===== config.mk =====
export PLATFORM = sky130hd
export DESIGN_NAME = fclb_update
export DESIGN_NICKNAME = d
export VERILOG_FILES = /design/src/design/fclb_pkg.sv /design/src/design/fclb_update.sv
export SDC_FILE = /design/constraint.sdc
export NUM_CORES = 1
export LEC_CHECK = 0
export BUFFER_PORTS_ARGS = -buffer_cell sky130_fd_sc_hd__buf_2
export CAP_MARGIN = 15
export CORE_AREA = 2 2 158 160
export DETAILED_ROUTE_END_ITERATION = 10
export DIE_AREA = 0 0 160 162
export PLACE_DENSITY_LB_ADDON = 0.05
export SYNTH_ARGS = -nofsm -noshare
export SYNTH_HDL_FRONTEND = slang
export SYNTH_SLANG_ARGS = --single-unit

===== constraint.sdc =====
create_clock -name vclk -period 2.8
set_clock_uncertainty 0.05 [all_clocks]
set_input_delay 0.42 -clock vclk [all_inputs]
set_output_delay 0.42 -clock vclk [all_outputs]
set_load 0.05 [all_outputs]

===== src/design/fclb_pkg.sv =====
// ----------------------------------------------------------------------------
// fclb_pkg
// Shared types, constants and the backend hash for the flow cache balancer.
// ----------------------------------------------------------------------------
package fclb_pkg;

    localparam int TABLE_ENTRIES_DEF = 1024;
    localparam int BACKEND_COUNT_DEF = 8;

    localparam int KEY_W  = 32;
    localparam int TS_W   = 63;
    localparam int RIDX_W = 10;
    localparam int BE_W   = 3;

    // Width of the hash product that matters for a modulus of at most 64
    localparam int HASH_W = 6;
    localparam logic [31:0] HASH_MULT = 32'h9E37_79B1;

    typedef enum logic {
        MODE_PACKET = 1'b0,
        MODE_READ   = 1'b1
    } mode_t;

    typedef struct packed {
        mode_t             mode;
        logic [KEY_W-1:0]  flow_key;
        logic [TS_W-1:0]   timestamp;
        logic [RIDX_W-1:0] entry_index;
    } in_item_t;

    typedef struct packed {
        logic              hit;
        logic [KEY_W-1:0]  key_out;
        logic [BE_W-1:0]   backend;
        logic [TS_W-1:0]   seen_time;
        logic              entry_valid;
    } out_item_t;

    typedef struct packed {
        logic             valid;
        logic [KEY_W-1:0] key;
        logic [BE_W-1:0]  backend;
        logic [TS_W-1:0]  seen;
    } entry_t;

    // Low bits of key * HASH_MULT: only the low HASH_W bits of each factor
    // reach a power-of-two modulus of at most 64.
    function automatic logic [BE_W-1:0] pick_backend(
        input logic [KEY_W-1:0]  key,
        input logic [HASH_W-1:0] mask
    );
        logic [HASH_W-1:0] prod;
        prod = key[HASH_W-1:0] * HASH_MULT[HASH_W-1:0];
        return BE_W'(prod & mask);
    endfunction

endpackage


===== src/design/fclb_update.sv =====
// ----------------------------------------------------------------------------
// fclb_update
// Lookup and learn: hit check, backend choice, new entry and result item.
// ----------------------------------------------------------------------------
module fclb_update #(
    parameter int BACKEND_COUNT = fclb_pkg::BACKEND_COUNT_DEF
) (
    input  fclb_pkg::in_item_t  item,
    input  fclb_pkg::entry_t    entry,
    output fclb_pkg::entry_t    wr_entry,
    output fclb_pkg::out_item_t result
);

    localparam logic [fclb_pkg::HASH_W-1:0] BACKEND_MASK =
        fclb_pkg::HASH_W'(BACKEND_COUNT - 1);

    logic                       hit;
    logic [fclb_pkg::BE_W-1:0]  backend;

    assign hit     = entry.valid && (entry.key == item.flow_key);
    assign backend = hit ? entry.backend
                         : fclb_pkg::pick_backend(item.flow_key, BACKEND_MASK);

    always_comb begin
        wr_entry.valid   = 1'b1;
        wr_entry.key     = item.flow_key;
        wr_entry.backend = backend;
        wr_entry.seen    = item.timestamp;
    end

    always_comb begin
        result = '0;
        unique case (item.mode)
            fclb_pkg::MODE_PACKET: begin
                result.hit         = hit;
                result.key_out     = item.flow_key;
                result.backend     = backend;
                result.seen_time   = item.timestamp;
                result.entry_valid = 1'b1;
            end
            fclb_pkg::MODE_READ: begin
                // hide contents of an entry that was never learned
                if (entry.valid) begin
                    result.key_out     = entry.key;
                    result.backend     = entry.backend;
                    result.seen_time   = entry.seen;
                    result.entry_valid = 1'b1;
                end
            end
            default: begin
                result = '0;
            end
        endcase
    end

endmodule


==> results of run 1 <==
[routing by layer]
| layer | global-route usage | wire length [um] | vias to the layer above |
|---|---|---|---|
| met5 | 0 | 13 | - |
| met4 | 0 | 1 | 2 |
| met3 | 0.0166 | 1040 | 2 |
| met2 | 0.201 | 7700 | 203 |
| met1 | 0.0945 | 4750 | 1602 |
| li1 | - | - | 1898 |
[cells by family (layout without fill, tap and decap cells)]
kind of cell,Yosys count,after routing,share of synthesized area
compound gates,98,98,0.207
xor+xnor,32,32,0.113
buf+inv,211,506,0.467
mux,3,3,0.0136
other cells,1,1,0.00151
simple gates,116,116,0.198
[Yosys cell counts, types with 4 or more instances]
cell      count  area (um^2)
nand2b_1      4         25.0
buf_4        96          721
xor2_1       31          272
nand2_1      91          342
nor4_1       10         62.6
inv_1        92          345
o21ai_0      92          460
clkbuf_1     20         75.1
[repair_timing]
action                     4_1_cts  5_1_grt
setup endpoints to repair        7        6
pin swaps                        6        4
resized for setup               15       11
setup buffers                    0        0
cloned                           0        0
[final timing paths]
check                      end  slack [ns]
setup / recovery    result[64]        0.07
hold / removal    wr_entry[29]        1.09
[power groups by stage]
stage          registers [mW]  clock network, mW  logic (mW)
2_1_floorplan               0                  0       0.924
3_3_place_gp                0                  0        1.26
4_1_cts                     0                  0        1.26
3_5_place_dp                0                  0        1.25
6_report                    0                  0        1.25
5_1_grt                     0                  0        1.33
[area by class of cell]
cell class,count,area [um^2],share of cell area
tap,324,405,0.0931
multi-input combinational,250,1370,0.314
inverter,92,345,0.0793
timing repair buffer,414,2240,0.514
[through the flow]
stage	TNS, ns	worst slack, ns	instances
2_1_floorplan	0	0.180	461
3_3_place_gp	-1.48	-0.255	1080
6_report	0	0.0716	1080
4_1_cts	-0.000494	-0.000494	1080
3_5_place_dp	-1.45	-0.251	1080
5_1_grt	-0.0252	-0.0158	1080
==> flow_summary.ini, run 1 <==
[sta]
hold_ws_ns = 1.09
max_slew.worst_pin.slew_ns = 0.584
hold_viol = 0
fin_crit_ns = 2.73
fmax_mhz = 367
slew_violations = 0
setup_viol = 0
fin_crit_sh = 0.974
rsz0062_at_grt = true
max_slew_margin = 0.611

[critical_path]
cp_max_fo = 7
cp_cell_sequence = buf_6 > xor2_1 > nor4_2 > buf_4 > nand4_1 > or3_4 > a221o_1 > buf_6
slowest_stage = or3_4
cp_slowest_stage_delay_ns = 0.46
cp.required_ns = 2.33
crit_buf_inv = 3
cpMostUsedCell = buf_6
end_kind = primary output
crit_family = simple AND/OR/NAND/NOR gates
path_depth = 8
critical_path_class = input pin to primary output
cp-start-kind = input pin
crit_start = entry[84]
crit_arrival_ns = 2.26

[die]
rows = 57
die-width_um = 160
core-area_mm2 = 0.0241
start_util = 0.103
dieHeight_um = 162
io-pin-count = 404
die_area_mm2 = 0.0259

[status]
outcome = finished, final reports clean

[cells_and_area]
num-fill-cells = 2899
clockBufferCount = 0
layout_commonest_cell = buf_2
area_delta_synth_final_pct = 75.5
fin_area_mm2 = 0.00435
post-route-util = 0.181
drive_gt1_frac = 0.562
seq_cells = 0
layout_common_cells = buf_2, inv_1, o21ai_0
antenna_cells = 0
seq_area_um2 = 0
nets = 963

[worst_hold_path]
worstHoldPathType = input pin to primary output
worstHoldStart = item[39]
whs_path_depth = 2

[power]
p_per_area_mw_per_mm2 = 288
total_power_mw = 1.25
leakage_nw = 2.69
irDropWorstVdd_v = 0.0000745
clkPwrFrac = 0
internal_power_mw = 0.323
pwr-share-seq = 0
combPwrFrac = 1.000
swShare = 0.743
p_sw_mw = 0.931

[global_routing]
track_usage = 0.0922
antenna_found_initial = 1
grt_pass1_wl_mm = 19.4
grt_max_degree = 63
grt_pass1_vias = 3565
grt_remaining_overflow = 0

[detailed_routing]
drtAntennaViolNets = 0
num_vias = 3707
wl_per_cell_um = 12.5
vias_per_cell = 3.43
dr.pass1.iters = 4
drt_iter0_drc = 105
drc_errors = 0
wl_mm = 13.5

[synthesis]
synth.cell_area_mm2 = 0.00248
syn_avg_cell_area_um2 = 5.38
syn_inst = 461
synth.distinct_cells = 22
yosysSeqAreaShare = 0
synth_warnings = 0
syn-num-nets = 666

[placement]
place.detailed.hpwl_mm = 11.8
globalplace.congestion = 0.795
numPortBuffers = 393
postPlaceCellArea_mm2 = 0.00424

[clocking]
ctsHoldBuffers = 0

[flow_run]
drv_cap = 0
Power figures use the tool's default switching activity.
==> run 2, diff against run 1 <==
Settings changed: ABC_AREA set to 1, CORE_AREA 2 2 158 160 to 2 2 159 161, DIE_AREA 0 0 160 162 to 0 0 161 163.
==> run 2 against run 1 <==
- sequential share of layout area did not move
- final area rose by 1.1%
- critical path depth did not move
- utilization fell by 0.22 points
- synthesized area rose by 7.3%
- largest power group unchanged
- largest cell class unchanged
- critical path type unchanged
- critical endpoint is now wr_entry[65]
==> flow_summary.ini, run 2 <==
[clocking]
cts_resized = 0
cts_setup_buffers = 0
ctsHoldBuffers = 0

[global_routing]
grt_max_degree = 70
gr-usage-met1 = 0.147
use_met3 = 0.0239
antenna_found_initial = 2
grt_remaining_overflow = 0
track_usage = 0.122
grt_pass1_vias = 3848
grt_pass1_wl_mm = 24.4
grt_use_met2 = 0.235
grt-busiest-layer = met2

[die]
rows = 58
start_util = 0.108
core-area_mm2 = 0.0247
dieHeight_um = 163
die-width_um = 161
io-pin-count = 404
die_area_mm2 = 0.0262

[critical_path]
cp_max_fo = 4
cp-start-kind = input pin
crit_arrival_ns = 1.87
end_kind = primary output
worstSetupEndpoint = wr_entry[65]
cp.required_ns = 2.33
crit_start = entry[76]
critical_path_class = input pin to primary output

[worst_hold_path]
worstHoldPathType = input pin to primary output
worstHoldStart = item[27]

[power]
irDropWorstVdd_v = 0.0000902
leakage_nw = 2.76
p_per_area_mw_per_mm2 = 309
combPwrFrac = 1.000
swShare = 0.736
pwr-share-seq = 0
p_sw_mw = 1.00
clkPwrFrac = 0
internal_power_mw = 0.360

[sta]
fin_crit_sh = 0.837
hold_viol = 0
slew_violations = 0
hold_ws_ns = 1.09
fin_crit_ns = 2.34
setup_viol = 0
rsz0062_at_grt = false
tns_ns = 0
fmax_mhz = 427

[synthesis]
synth_warnings = 0
synth.most_common_cell = nand2_1
synth.cell_area_mm2 = 0.00266
yosysSeqAreaShare = 0
synth_largest_area_cell = buf_4
synth.area.top_cells = buf_4, a22o_1, nand2_1, inv_1, o22ai_1
syn_inst = 471
synth_commonest_cells = nand2_1, buf_4, a22o_1
synth_top_area_frac = 0.271
synth.distinct_cells = 26
syn_avg_cell_area_um2 = 5.65
syn-num-nets = 676

[cells_and_area]
seq_area_um2 = 0
seq_cells = 0
layout_common_cells = buf_2, nand2_1, a22o_1
layout_commonest_cell = buf_2
drive_gt1_frac = 0.546
clockBufferCount = 0
area_delta_synth_final_pct = 65.4
nets = 960

[flow_run]
drv_cap = 0

[detailed_routing]
drt_iter0_drc = 195
drtAntennaViolNets = 0
drc_errors = 0
wl_mm = 18.1
vias_per_cell = 3.80
dr.pass1.iters = 4
num_vias = 4120
wl_per_cell_um = 16.7

[placement]
place.detailed.hpwl_mm = 16.0
globalplace.congestion = 0.849
numPortBuffers = 393

[status]
outcome = finished, final reports clean
## run 2: changes by cell type in the layout (fill, tap and decap cells not counted), sizes merged, moves of 22 or more
cell | previous run | this run
inv | 92 | 70
o21ai | 92 | 5
xor2 | 31 | 3
o22ai | 0 | 26
nand2 | 91 | 122
nor2 | 1 | 26
a22o | 0 | 66
## run 2: final cells by class
class                      count  area [um^2]
antenna                        1         2.50
multi-input combinational    285         1590
inverter                      70          263
tap                          330          413
timing repair buffer         398         2130
fill                        2951        20300
## run 2: stage by stage
stage               cells   util  instance area [um^2]  total power [mW]  setup WS (ns)
finish               1084  0.178                  4400              1.36          0.456
global route         1083  0.178                  4400              1.44          0.281
CTS                  1083  0.178                  4400              1.38          0.363
detailed placement   1083  0.178                  4400              1.37          0.371
global placement     1083  0.178                  4400              1.38          0.399
floorplan             471      -                  2660              1.01          0.341
## run 2: power groups by stage
stage                     sequential (mW)  combinational [mW]     clock, mW
after floorplan                         0                1.01             0
after global placement                  0                1.38             0
after detailed placement                0                1.37             0
after CTS                               0                1.38             0
after global routing                    0                1.44             0
final                                   0                1.36  0.0000000477
## run 2: worst min path at each step
stage | to | cells past startpoint
after global placement | wr_entry[62] | 2
after floorplan | wr_entry[0] | 1
after global routing | wr_entry[62] | 2
final | wr_entry[17] | 2
after detailed placement | wr_entry[16] | 2
after CTS | wr_entry[17] | 2
## run 2: per-layer routing
| layer | share of wire | vias to the layer above |
|---|---|---|
| met5 | 0.00077 | - |
| met4 | 0.0012 | 2 |
| met3 | 0.080 | 4 |
| met2 | 0.52 | 202 |
| met1 | 0.40 | 1886 |
| li1 | - | 2026 |
## run 2: worst max-delay path, stage by stage
cell	delay [ns]
buf_2	0.11
xnor2_1	0.35
nand3b_1	0.18
nor2_4	0.17
nand3_2	0.14
nand2_1	0.10
and2_1	0.12
buf_2	0.27
## run 2: logic make-up (layout without fill, tap and decap cells)
family / Yosys count / count (layout) / share of synthesized area
buffers and inverters: 186 / 468 / 0.402
XOR/XNOR: 5 / 5 / 0.0165
AND/OR/NAND/NOR: 181 / 181 / 0.290
AO/OA/AOI/OAI: 98 / 98 / 0.290
other: 1 / 2 / 0.00141
